===== config.mk =====
export PLATFORM = sky130hd
export DESIGN_NAME = ppfa_wrap
export DESIGN_NICKNAME = d
export VERILOG_FILES = /design/src/ppfa_pkg.sv /design/src/ppfa_wrap.sv
export SDC_FILE = /design/constraint.sdc
export NUM_CORES = 1
export LEC_CHECK = 0
export BUFFER_PORTS_ARGS = -buffer_cell sky130_fd_sc_hd__buf_2
export CORE_ASPECT_RATIO = 1.1
export CORE_MARGIN = 2
export CORE_UTILIZATION = 54
export DETAILED_ROUTE_END_ITERATION = 10
export PLACE_DENSITY = 0.81
export SKIP_LAST_GASP = 1
export SYNTH_ARGS = -nofsm -noshare
export SYNTH_HDL_FRONTEND = slang
export SYNTH_SLANG_ARGS = --single-unit

===== constraint.sdc =====
create_clock -name vclk -period 9.5
set_input_delay 1.9 -clock vclk [all_inputs]
set_output_delay 1.9 -clock vclk [all_outputs]
set_load 0.01 [all_outputs]

===== src/ppfa_pkg.sv =====
// ppfa_pkg: shared widths, register reset values, register indexes and sequencer states
// for the periodic pair force accumulator; no dependencies
package ppfa_pkg;

  localparam int PosW           = 24;
  localparam int ForceW         = 32;
  localparam int CfgAddrW       = 3;
  localparam int DefPosFracBits = 16;

  // squared distance, root and remainder of the shared compare-subtract unit
  localparam int SqW     = 50;
  localparam int SqSteps = SqW / 2;
  localparam int RootW   = 25;
  localparam int RemW    = 28;

  // shared multiplier operands and product
  localparam int MulAW = 24;
  localparam int MulBW = 32;
  localparam int MulPW = MulAW + MulBW;

  localparam logic [PosW-1:0] BoxReset = 24'd1237299;
  localparam logic [PosW-1:0] EqReset  = 24'd54613;
  localparam logic [PosW-1:0] CutReset = 24'd65536;
  localparam logic [PosW-1:0] RepReset = 24'd2359296;
  localparam logic [PosW-1:0] AdhReset = 24'd294912;
  localparam logic [PosW-1:0] MobReset = 24'd65536;

  typedef enum logic [CfgAddrW-1:0] {
    REG_BOX = 3'd0,
    REG_EQ  = 3'd1,
    REG_CUT = 3'd2,
    REG_REP = 3'd3,
    REG_ADH = 3'd4,
    REG_MOB = 3'd5
  } cfg_reg_t;

  typedef enum logic [3:0] {
    ST_IDLE,
    ST_SQX,
    ST_SQY,
    ST_SQRT,
    ST_REGION,
    ST_MGAIN,
    ST_PLO,
    ST_PHI,
    ST_DIV,
    ST_ACC,
    ST_OUTX,
    ST_OUTY
  } state_t;

endpackage


===== src/ppfa_wrap.sv =====
// ppfa_wrap: separation of two coordinates wrapped once to the nearest periodic image
// gives magnitude and sign; depends on ppfa_pkg
module ppfa_wrap (
  input  logic [ppfa_pkg::PosW-1:0] a,
  input  logic [ppfa_pkg::PosW-1:0] b,
  input  logic [ppfa_pkg::PosW-1:0] box,
  output logic [ppfa_pkg::PosW-1:0] mag,
  output logic                      neg
);

  logic [ppfa_pkg::PosW:0]   dv;
  logic [ppfa_pkg::PosW-1:0] raw_mag;
  logic                      raw_neg;
  logic                      wrap;
  logic                      below_box;

  always_comb begin
    dv        = {1'b0, a} - {1'b0, b};
    raw_neg   = dv[ppfa_pkg::PosW];
    raw_mag   = raw_neg ? ppfa_pkg::PosW'(-dv) : dv[ppfa_pkg::PosW-1:0];
    wrap      = {raw_mag, 1'b0} > {1'b0, box};
    below_box = raw_mag < box;
    if (wrap) begin
      mag = below_box ? (box - raw_mag) : (raw_mag - box);
      neg = raw_neg ^ below_box;
    end else begin
      mag = raw_mag;
      neg = raw_neg;
    end
  end

endmodule


# ---- Word level (Yosys, flattened, before mapping)
# Cells that the tools add are included.
dict set report op_classes {
  muxes 4
  bitwise_logic 1
  n_lt_le_gt_ge 2
  addsub 4
}
# op count
set op_table {}
lappend op_table {{24-bit two-way mux} 3}
lappend op_table {{24-bit subtractor} 2}
lappend op_table {{25-bit by 24-bit > comparator with 1-bit output} 1}
lappend op_table {{24-bit by 24-bit subtractor with 25-bit output} 1}
lappend op_table {{24-bit less-than comparator} 1}
lappend op_table {{24-bit negator} 1}
lappend op_table {{1-bit two-way mux} 1}
lappend op_table {{1-bit XOR} 1}
dict set report totals {
  in_bits 72
  register_bits 0
}

# ---- Longest topological paths before layout
dict set report depth {
  word_depth 6
  depth_mapped 29
  mapped_depth_nobuf 26
}

# ---- Worst setup path before layout
# No wires, ideal clock.
dict set report synth_path {
  path_kind {input to output}
  from {in a[0] in the netlist's numbering}
  to {out mag[21] in the netlist's numbering}
  path_stages 27
  path_buffers 3
  slack_ns 0.189
  arrival_ns 7.411
  cell_sequence {inv_1 > ha_1 > inv_1 > fa_1 > a211oi_4 > o21ai_4 > and4_4 > o21a_1 > o21ai_0 > o21a_1 > clkbuf_1 > nor2_1 > a21oi_1 > inv_1 > fa_1 > a21o_1 > a311oi_1 > nor4_1 > o2111ai_1 > a21oi_1 > o211ai_1 > and2_1 > clkbuf_1 > clkbuf_1 > nor3_1 > or3_1 > a31oi_1}
}
dict set report synth_via {
  elab_chain_len 6
  word_cells_on_any_way 9
}
# element line_no
set synth_lines {}
lappend synth_lines {{start: declaration} ppfa_wrap.sv:4} ;# input logic [ppfa_pkg::PosW-1:0] a,
lappend synth_lines {{24-bit by 24-bit subtractor with 25-bit output (*)} ppfa_wrap.sv:18} ;# dv = {1'b0, a} - {1'b0, b};
lappend synth_lines {{24-bit negator} ppfa_wrap.sv:20} ;# raw_mag = raw_neg ? ppfa_pkg::PosW'(-dv) : dv[ppfa_pkg::PosW-1:0];
lappend synth_lines {{24-bit two-way mux (*)} ppfa_wrap.sv:20}
lappend synth_lines {{24-bit subtractor or 24-bit less-than comparator (tied branches)} {ppfa_wrap.sv:24, ppfa_wrap.sv:22}}
lappend synth_lines {{24-bit two-way mux} ppfa_wrap.sv:24} ;# mag = below_box ? (box - raw_mag) : (raw_mag - box);
lappend synth_lines {{24-bit two-way mux (*)} ppfa_wrap.sv:23} ;# if (wrap) begin
lappend synth_lines {{end: declaration} ppfa_wrap.sv:7} ;# output logic [ppfa_pkg::PosW-1:0] mag,
# Mark *: on every way between the ends. The rest lies on a longest branch, timed or not.

# ---- Worst setup path after layout
dict set report layout_path {
  from {in a[0] in the netlist's numbering}
  to {out mag[8] in the netlist's numbering}
}
# The elaborated chain is that of the path after synthesis.

==> flow_metrics.env <==
export IMPL_outcome="complete, no violations"
export IMPL_vias=6446
export IMPL_p_per_area_nw_per_um2=213.6
export IMPL_post_dp_hpwl_um=13860
export IMPL_setup_viol=0
export IMPL_synth_area_top_cells="ha_1 21%, a21oi_1 7.1%, inv_1 5.8%"
export IMPL_overflow=0
export IMPL_synth_area_leader_cell="ha_1"
export IMPL_synth_common_cells="90 x ha_1, 84 x inv_1, 77 x a21oi_1"
export IMPL_final_antenna_net_count=0
export IMPL_area_growth_pct=23.47
export IMPL_design_core_area_um2=9842
export IMPL_drive_above_1_share_pct=24.52
export IMPL_fin_crit_sh_pct=97.53
export IMPL_clkbuf_count=0
export IMPL_power_leakage_nw=3.412
export IMPL_syn_nets=970
export IMPL_gp_congestion=1.044
export IMPL_die_x_um=99.54
export IMPL_power_frac_seq_pct=0
export IMPL_max_freq_mhz=107.9
export IMPL_switching_share_pct=55.68
export IMPL_slew_violations=0
export IMPL_grt_pass1_wl_um=27080
export IMPL_worst_pin_slew_ns=0.6490
export IMPL_grt_pass1_vias=5948
export IMPL_synth_most_common_cell="ha_1"
export IMPL_min_period_ns=9.265
export IMPL_die_area_um2=10860
export IMPL_avgSynthCellArea_um2=6.735
export IMPL_p_int_mw=0.6339
export IMPL_netlist_area_leader_share_pct=20.77
export IMPL_cp_max_fo=16
export IMPL_yosysSeqAreaShare_pct=0
export IMPL_port_buffers=97
export IMPL_diodes=0
export IMPL_switchingPower_mw=0.7963
export IMPL_detail_route_wl_per_cell_um=15.69
export IMPL_ios=97
export IMPL_viasPerCell=6.093
export IMPL_yosys_cell_types_count=76
export IMPL_p_comb_share_pct=100.0
export IMPL_finalHoldWorstSlack_ns=4.268
export IMPL_drt_pre_antenna_iters=5
export IMPL_cpMaxStageDelayCell="or4_4"
export IMPL_grt_max_degree=33
export IMPL_fin_cells=1058
export IMPL_antenna_found_initial=0
export IMPL_placed_cells=1050
export IMPL_drc=0
export IMPL_power_mw=1.430
export IMPL_layout_nets=1105
export IMPL_fp_row_count=38
export IMPL_initial_core_util_pct=55.09
export IMPL_ir_drop_uv=91.10
export IMPL_fp_dieH_um=109.1
export IMPL_seq_area_um2=0
export IMPL_setup_tns_ns=0
export IMPL_cap_violations=0
export IMPL_slew_headroom_pct=55.61
export IMPL_holdPathStages=5
export IMPL_start_kind="input pin"
export IMPL_critPathCaptureType="output pin"
export IMPL_seq_cell_count=0
export IMPL_worstSetupPathType="input pin to output pin"
export IMPL_power_frac_clock_pct=0
export IMPL_wl_um=16600
export IMPL_crit_arrival_ns=7.37
export IMPL_drt_iter0_drc=347
export IMPL_synth_cell_area_um2=5421
export IMPL_hold_path_class="input pin to output pin"
export IMPL_cpMostUsedCell="inv_2"
export IMPL_grt_total_usage_pct=29.42
export IMPL_synth_cells=805
export IMPL_ys_warn_count=0
export IMPL_finalHoldViolCount=0
export IMPL_required_ns=7.60
export IMPL_slowest_delay_ns=0.54
[area by class of cell]
cell class,count,area [um2]
multi-input cells,683,5172
fillers,870,3148
repair buffers,171,1056
inverters,84,315.3
well taps,120,150.1
[logic make-up (layout without fill, tap and decap cells)]
kind of cell,count (synthesis),in the layout,share of synthesized area [%]
AOI/OAI and AO/OA,283,283,34.92
xor gates and xnor gates,53,53,8.839
adders and majority gates,93,93,21.88
buffers and inverters,122,255,8.747
muxes,14,14,2.631
and+or+nand+nor,240,240,22.99
[metal layers]
layer,wire (um),track usage (%),share of wire [%]
met5,0,0,0
met4,382,6.262,2.3
met3,1213,1.987,7.3
met2,7828,51.69,47
met1,7175,39.58,43
[placed cells by master, fill, tap and decap left out, types with 3 or more instances in the layout]
| master | synthesis | layout |
|---|---|---|
| a21o_1 | 34 | 34 |
| a21boi_0 | 7 | 6 |
| nand2b_1 | 18 | 18 |
| o221ai_1 | 3 | 3 |
| a211oi_1 | 9 | 8 |
| a41oi_1 | 3 | 3 |
| o21bai_1 | 3 | 3 |
| or3_1 | 8 | 8 |
| nand4_1 | 11 | 11 |
| ha_1 | 90 | 87 |
| nor2b_1 | 9 | 9 |
| nand3_1 | 16 | 15 |
| inv_1 | 84 | 81 |
| a21oi_2 | 1 | 4 |
| ha_4 | 0 | 3 |
| and3_1 | 11 | 10 |
| o211ai_1 | 10 | 10 |
| a21oi_1 | 77 | 74 |
| o31ai_1 | 4 | 4 |
| and4_1 | 7 | 7 |
| nor2_1 | 62 | 62 |
| xnor2_2 | 0 | 4 |
| xor2_1 | 20 | 18 |
| nand2_1 | 50 | 49 |
| buf_4 | 1 | 71 |
| a31oi_1 | 16 | 15 |
| a31o_2 | 7 | 7 |
| o21ai_0 | 58 | 53 |
| buf_2 | 9 | 97 |
| o211a_1 | 3 | 3 |
| inv_2 | 0 | 3 |
| o21ai_1 | 1 | 5 |
| o21a_1 | 15 | 15 |
| xnor2_1 | 32 | 28 |
| and2_1 | 12 | 10 |
| a221o_1 | 3 | 3 |
| mux2i_1 | 12 | 11 |
| nor3_1 | 15 | 15 |
[power groups by stage]
stage          clock (mW)  combinational, mW  sequential (mW)
6_report                0               1.43                0
4_1_cts                 0               1.33                0
2_1_floorplan           0              0.883                0
3_3_place_gp            0               1.31                0
3_5_place_dp            0               1.32                0
5_1_grt                 0               1.56                0
[path summary, 6_finish.rpt]
| check | from | to |
|---|---|---|
| worst min-delay path | box[0] | mag[0] |
| worst max-delay path | a[0] | mag[8] |
[critical path: cells and delay by family]
| family | cells | cell delay [ns] |
|---|---|---|
| simple gates | 7 | 1.54 |
| mux | 1 | 0.17 |
| fa+ha+maj | 3 | 0.77 |
| xor+xnor | 2 | 0.27 |
| buf+inv | 7 | 0.73 |
| compound gates | 10 | 1.99 |
[repair_timing]
| action | CTS | global route |
|---|---|---|
| hold buffers | 0 | 0 |
| pin swaps | 0 | 25 |
| setup buffers | 0 | 8 |
| setup endpoints to repair | 10 | 23 |
| gates resized for setup | 1 | 52 |
[metrics by stage]
stage | util [%] | instance area [um2] | setup slack [ns]
2_1_floorplan | - | 5421 | 0.1888
3_3_place_gp | 64.96 | 6394 | 0.1628
3_5_place_dp | 64.96 | 6394 | -0.1066
4_1_cts | 65.03 | 6400 | 0.005481
5_1_grt | 68.01 | 6694 | -0.05421
6_report | 68.01 | 6694 | 0.2348
No activity file was read; power rests on OpenSTA's default activity.
