<file path="config.mk">
export PLATFORM = sky130hd
export DESIGN_NAME = ppfa_cmpsub
export DESIGN_NICKNAME = d
export VERILOG_FILES = /design/src/ppfa_pkg.sv /design/src/ppfa_cmpsub.sv
export SDC_FILE = /design/constraint.sdc
export NUM_CORES = 1
export LEC_CHECK = 0
export BUFFER_PORTS_ARGS = -buffer_cell sky130_fd_sc_hd__buf_4
export CORE_MARGIN = 4
export CORE_UTILIZATION = 51
export DETAILED_ROUTE_END_ITERATION = 12
export PLACE_DENSITY = 0.95
export RECOVER_POWER = 50
export REMOVE_ABC_BUFFERS = 1
export SYNTH_ARGS = -nofsm -noshare
export SYNTH_HDL_FRONTEND = slang
export SYNTH_SLANG_ARGS = --single-unit
</file>
<file path="constraint.sdc">
create_clock -name vclk -period 7.8
set_input_delay 1.56 -clock vclk [all_inputs]
set_output_delay 1.56 -clock vclk [all_outputs]
set_load 0.05 [all_outputs]
</file>
<file path="src/ppfa_pkg.sv">
// ppfa_pkg: shared widths, register reset values, register indexes and sequencer states
// for the periodic pair force accumulator; no dependencies
package ppfa_pkg;

  localparam int PosW           = 24;
  localparam int ForceW         = 32;
  localparam int CfgAddrW       = 3;
  localparam int DefPosFracBits = 16;

  // squared distance, root and remainder of the shared compare-subtract unit
  localparam int SqW     = 50;
  localparam int SqSteps = SqW / 2;
  localparam int RootW   = 25;
  localparam int RemW    = 28;

  // shared multiplier operands and product
  localparam int MulAW = 24;
  localparam int MulBW = 32;
  localparam int MulPW = MulAW + MulBW;

  localparam logic [PosW-1:0] BoxReset = 24'd1237299;
  localparam logic [PosW-1:0] EqReset  = 24'd54613;
  localparam logic [PosW-1:0] CutReset = 24'd65536;
  localparam logic [PosW-1:0] RepReset = 24'd2359296;
  localparam logic [PosW-1:0] AdhReset = 24'd294912;
  localparam logic [PosW-1:0] MobReset = 24'd65536;

  typedef enum logic [CfgAddrW-1:0] {
    REG_BOX = 3'd0,
    REG_EQ  = 3'd1,
    REG_CUT = 3'd2,
    REG_REP = 3'd3,
    REG_ADH = 3'd4,
    REG_MOB = 3'd5
  } cfg_reg_t;

  typedef enum logic [3:0] {
    ST_IDLE,
    ST_SQX,
    ST_SQY,
    ST_SQRT,
    ST_REGION,
    ST_MGAIN,
    ST_PLO,
    ST_PHI,
    ST_DIV,
    ST_ACC,
    ST_OUTX,
    ST_OUTY
  } state_t;

endpackage

</file>
<file path="src/ppfa_cmpsub.sv">
// ppfa_cmpsub: shared compare-subtract step for the square root and the divider
// depends on ppfa_pkg
module ppfa_cmpsub (
  input  logic [ppfa_pkg::RemW-1:0] a,
  input  logic [ppfa_pkg::RemW-1:0] b,
  output logic                      ge,
  output logic [ppfa_pkg::RemW-1:0] diff
);

  logic [ppfa_pkg::RemW:0] d;

  assign d    = {1'b0, a} - {1'b0, b};
  assign ge   = ~d[ppfa_pkg::RemW];
  assign diff = d[ppfa_pkg::RemW-1:0];

endmodule

</file>
## Word-level counts from Yosys, hierarchy flattened

Cells that the tools add are included.

- Flip-flop bits (word level): 0
- Output and inout port bits: 29

- Add/sub/neg operators: 1
- Bitwise operators: 1

Operators by type and width:

| kind | number |
|---|---|
| $sub 28x28->29 | 1 |
| $not 1->1 | 1 |

## Longest topological paths before layout

Gate-level depths: netlist (run 1).

- Depth in word-level cells: 2
- Gate-level depth with buffers: 10
- Mapped depth without buffers: 10

## Worst setup path before layout (run 1)

No wires, ideal clock.

- Path kind: input port to output port
- From: input a[0] in the netlist's numbering
- To: output diff[24] in the netlist's numbering
- Arrival time: 4.257 ns
- Setup slack: 1.983 ns
- Stages: 10
- Path buffers: 0
- Cell sequence: inv_1 ha_1 fa_1 nand2b_4 a21oi_2 a2111oi_2 o31a_1 a2111o_1 o21ai_2 xor2_1

- Longest elaborated chain between the ends: 1

Ends and longest elaborated chain:

| element | line | source |
|---|---|---|
| start, declared | ppfa_cmpsub.sv:4 | `input logic [ppfa_pkg::RemW-1:0] a,` |
| $sub 28x28->29 | ppfa_cmpsub.sv:12 | `assign d = {1'b0, a} - {1'b0, b};` |
| end, declared | ppfa_cmpsub.sv:7 | `output logic [ppfa_pkg::RemW-1:0] diff` |

No other way between the ends.

## Worst setup path after layout (run 1)

Ends and elaborated chain as after synthesis.

==> results of run 1 <==
cells in the mapped netlist (2+ instances only):
cell type / number / area (um2)
a21oi_1: 28 / 140.1
nand3_1: 3 / 15.01
clkbuf_1: 6 / 22.52
xnor2_1: 14 / 122.6
nor2_1: 7 / 26.28
xor2_1: 12 / 105.1
inv_1: 34 / 127.6
o21ai_1: 5 / 25.02
o31a_1: 3 / 26.28
o21ai_0: 10 / 50.05
o21bai_1: 4 / 30.03
a21o_1: 10 / 75.07
and4_1: 2 / 17.52
nand4_1: 5 / 31.28
a31oi_1: 4 / 25.02
nand2_1: 20 / 75.07
ha_1: 28 / 350.3
a211oi_1: 3 / 22.52
power breakdown:
part           switching [mW]  internal, mW  leakage (nW)  total, mW
combinational           0.211         0.101          1.17      0.312
sequential                  0             0             0          0
clock                       0             0             0          0
final timing paths:
path,start,to,slack (ns)
max,a[0],diff[24],2.10
min,b[0],diff[0],3.63
through the flow:
step | instance area, um2 | hold slack (ns) | power (mW)
final | 2143 | 3.626 | 0.3122
after global routing | 2143 | 3.657 | 0.3345
after CTS | 2198 | 3.519 | 0.3255
after detailed placement | 2198 | 3.519 | 0.3246
after global placement | 2198 | 3.508 | 0.3201
after floorplan | 1521 | 3.401 | 0.2286
cell type report:
| class | count | area share (%) |
|---|---|---|
| Multi-Input combinational cell | 185 | 64.74 |
| Tap cell | 31 | 1.810 |
| Timing Repair Buffer | 85 | 27.50 |
| Inverter | 34 | 5.954 |
kinds of logic after synthesis:
group	synth area share [%]
AOI/OAI and AO/OA	35.82
adders and majority gates	23.99
xor gates and xnor gates	14.75
and+or+nand+nor	15.72
buffers and inverters	9.724
worst max-delay path, cell delays in order:
cell	delay [ns]
buf_4	0.08
inv_1	0.03
ha_1	0.21
fa_1	0.41
nand2b_4	0.17
a21oi_2	0.16
a2111oi_0	0.11
o31a_1	0.37
a2111o_1	0.46
o21ai_2	0.17
xor2_1	0.19
buf_4	0.23
metal layers:
metal | track usage (%) | vias up | share of wire (%)
met5 | 0 | - | 0
met2 | 40.97 | 78 | 49
met3 | 2.338 | 8 | 7.7
li1 | - | 968 | -
met4 | 3.857 | 0 | 1.3
met1 | 27.49 | 830 | 42
==> impl_metrics.tcl, run 1 <==
set metrics [dict create \
    clkbuf_count 0 \
    area_growth_pct 38.82 \
    ant_nets 0 \
    setup_slack_ns 2.097 \
    worst-path-max-fanout 3 \
    drive_gt1_share_pct 26.97 \
    fp.dieW_um 63.02 \
    wl_per_cell_um 13.53 \
    seq_area_frac_synth_pct 0 \
    grt_pass1_wl_um 7555 \
    final_cell_mix "72 x buf_4, 34 x inv_1, 28 x a21oi_1, 28 x ha_1, 20 x nand2_1" \
    gr-usage-all-layers_pct 22.16 \
    period_minus_slack_ns 5.703 \
    ios 85 \
    stdcell_count 335 \
    cp.required_ns 6.24 \
    end_kind "output port" \
    slew_headroom_pct 55.30 \
    seq_cell_count 0 \
    cts_setup_buffers 0 \
    first_pass_iters 7 \
    routed_wl_um 4532 \
    ys_types 45 \
    dp_cells 335 \
    pre_cts_slack_ns 2.145 \
    hold_viol 0 \
    cp-start-kind "input pin" \
    grt_pass1_vias 1806 \
    final_common_cell "buf_4" \
    yosysWarnings 0 \
    routed_via_density 5.624 \
    antenna_found_initial 0 \
    finalMaxSlewViolations 0 \
    coreArea_mm2 0.002829 \
    power_density_mw_per_mm2 145.7 \
    path_class "input pin to output port" \
    rsz0062_at_grt "false" \
    overflow 0 \
    fmax_ghz 0.1753 \
    max_cap_violations 0 \
    final_core_util_pct 75.76 \
    place_congestion 0.8640 \
    final_net_count 391 \
    grt_max_degree 9 \
    post-route-drc-count 0 \
    hold_depth 4 \
    cp.arrival_ns 4.14 \
    dp_hpwl_um 3970 \
    num_rows 19 \
    io_buffers 85 \
    regArea_um2 0 \
    hold_path.class "input pin to output port" \
    drt-initial-drc-count 113 \
    antenna_cells 0 \
    netlist_area_mm2 0.001544 \
    multiInputGateArea_mm2 0.001388 \
    worst_pin_slew_ns 0.6536 \
    max-vdd-ir-drop_mv 0.07706 \
    p_leak_nw 1.173 \
    synthCells 225 \
    period_share_pct 73.12 \
    nFillCells 231 \
    avgSynthCellArea_um2 6.862 \
    vias 1884 \
    start_util_pct 54.58 \
    cts_hold_buf 0 \
    setup_viol 0 \
    dieArea_mm2 0.003972 \
    die_h_um 63.02 \
    cts_resized 0 \
    status "finished, final reports clean" \
    setup_tns_ns 0 \
]
Power figures use the tool's default switching activity.
==> run 2, diff against run 1 <==
CORE_UTILIZATION = 43   (was 51)
PLACE_DENSITY = 0.88   (was 0.95)
clock period = 5 ns   (was 7.8 ns; I/O delays follow)
==> run 2 against run 1 <==
Net effect: sequential share of layout area unchanged; cell area up 0.88%; via count up 3.1%; setup slack worse by 1.6 ns; die area up 16%; wire length up 0.68%; largest power group unchanged; global-route usage down 3.1 points; final cell count up 4.5%.
==> impl_metrics.tcl, run 2 (synthesis gave the netlist of run 1 again) <==
set metrics [dict create \
    area_growth_pct 40.03 \
    placed_cell_area_mm2 0.002217 \
    wl_per_cell_um 13.04 \
    regArea_um2 0 \
    coreArea_mm2 0.003390 \
    dp_hpwl_um 3969 \
    max_cap_violations 0 \
    nFillCells 326 \
    ios 85 \
    cp.required_ns 4.00 \
    cts_hold_buf 0 \
    dieArea_mm2 0.004613 \
    final_net_count 391 \
    dp_cells 350 \
    cp.arrival_ns 3.51 \
    cp-start-kind "input pin" \
    slew_headroom_pct 57.06 \
    finalMaxSlewViolations 0 \
    seq_cell_count 0 \
    hold_viol 0 \
    drive_gt1_share_pct 26.97 \
    gr-usage-all-layers_pct 19.09 \
    ant_nets 0 \
    start_util_pct 45.55 \
    overflow 0 \
    post-route-drc-count 0 \
    place_congestion 0.8467 \
    num_rows 21 \
    holdCritStartpoint "b[0]" \
    end_kind "output port" \
    routed_via_density 5.551 \
    cts_setup_buffers 0 \
    final_common_cell "buf_4" \
    multiInputGateArea_mm2 0.001388 \
    routed_wl_um 4563 \
    grt_pass1_vias 1778 \
    grt_max_degree 9 \
    hold_end "diff[0]" \
    hold_depth 4 \
    period_minus_slack_ns 4.513 \
    antenna_found_initial 0 \
    antenna_cells 0 \
    fmax_ghz 0.2216 \
    period_share_pct 90.27 \
    status "finished, final reports clean" \
    max-vdd-ir-drop_mv 0.09532 \
    final_area_mm2 0.002162 \
    grt_pass1_wl_um 7293 \
    cts_resized 0 \
    final_core_util_pct 63.79 \
    power_density_mw_per_mm2 225.5 \
    vias 1943 \
    die_h_um 67.92 \
    crit_start "a[0]" \
    clkbuf_count 0 \
    drt-initial-drc-count 123 \
    stdcell_count 350 \
    hold_path.class "input pin to output port" \
    worst-path-max-fanout 3 \
    io_buffers 85 \
    p_leak_nw 1.173 \
    setup_tns_ns 0 \
    setup_viol 0 \
    first_pass_iters 4 \
    rsz0062_at_grt "false" \
    worst_pin_slew_ns 0.6278 \
    fp.dieW_um 67.92 \
    path_class "input pin to output port" \
    final_cell_mix "72 x buf_4, 34 x inv_1, 28 x a21oi_1, 28 x ha_1, 20 x nand2_1" \
]
run 2: cell counts in the layout (fill, tap and decap cells not counted):
No cell type changed its count.
run 2: where the power goes:
part / internal (mW) / switching (mW) / total, mW / leakage [nW]
Clock: 0 / 0 / 0 / 0
Combinational: 0.158 / 0.329 / 0.488 / 1.17
Sequential: 0 / 0 / 0 / 0
run 2: worst max path at each step:
stage / to / cells after the start
after floorplan: diff[24] / 10
after global placement: diff[24] / 12
after detailed placement: diff[24] / 12
after CTS: diff[24] / 12
after global routing: diff[24] / 12
final: diff[24] / 12
run 2: through the flow:
step                hold WS, ns  worst slack, ns  total power [mW]
finish                    2.490           0.4865            0.4876
global placement          2.388           0.5383            0.5014
floorplan                 2.281           0.3031            0.3566
detailed placement        2.389           0.5108            0.5067
global route              2.506           0.3690            0.5186
CTS                       2.390           0.5024            0.5082
run 2: cell type report:
type / instances / share of cell area (%)
Tap cell: 46 / 2.662
Inverter: 34 / 5.903
Multi-Input combinational cell: 185 / 64.18
Timing Repair Buffer: 85 / 27.26
run 2: critical path: stages:
cell and delay, ns:
buf_4 0.08, inv_1 0.03, ha_1 0.21, fa_1 0.41
nand2b_4 0.16, a21oi_2 0.15, a2111oi_0 0.11, o31a_1 0.38
a2111o_1 0.45, o21ai_2 0.17, xor2_1 0.15, buf_4 0.21
run 2: metal layers:
layer,global-route usage (%),routed length [um],up-vias
met5,0,0,-
li1,-,-,964
met1,25.61,1899,897
met4,0.4963,17,0
met2,35.14,2257,78
met3,0.9852,389,4
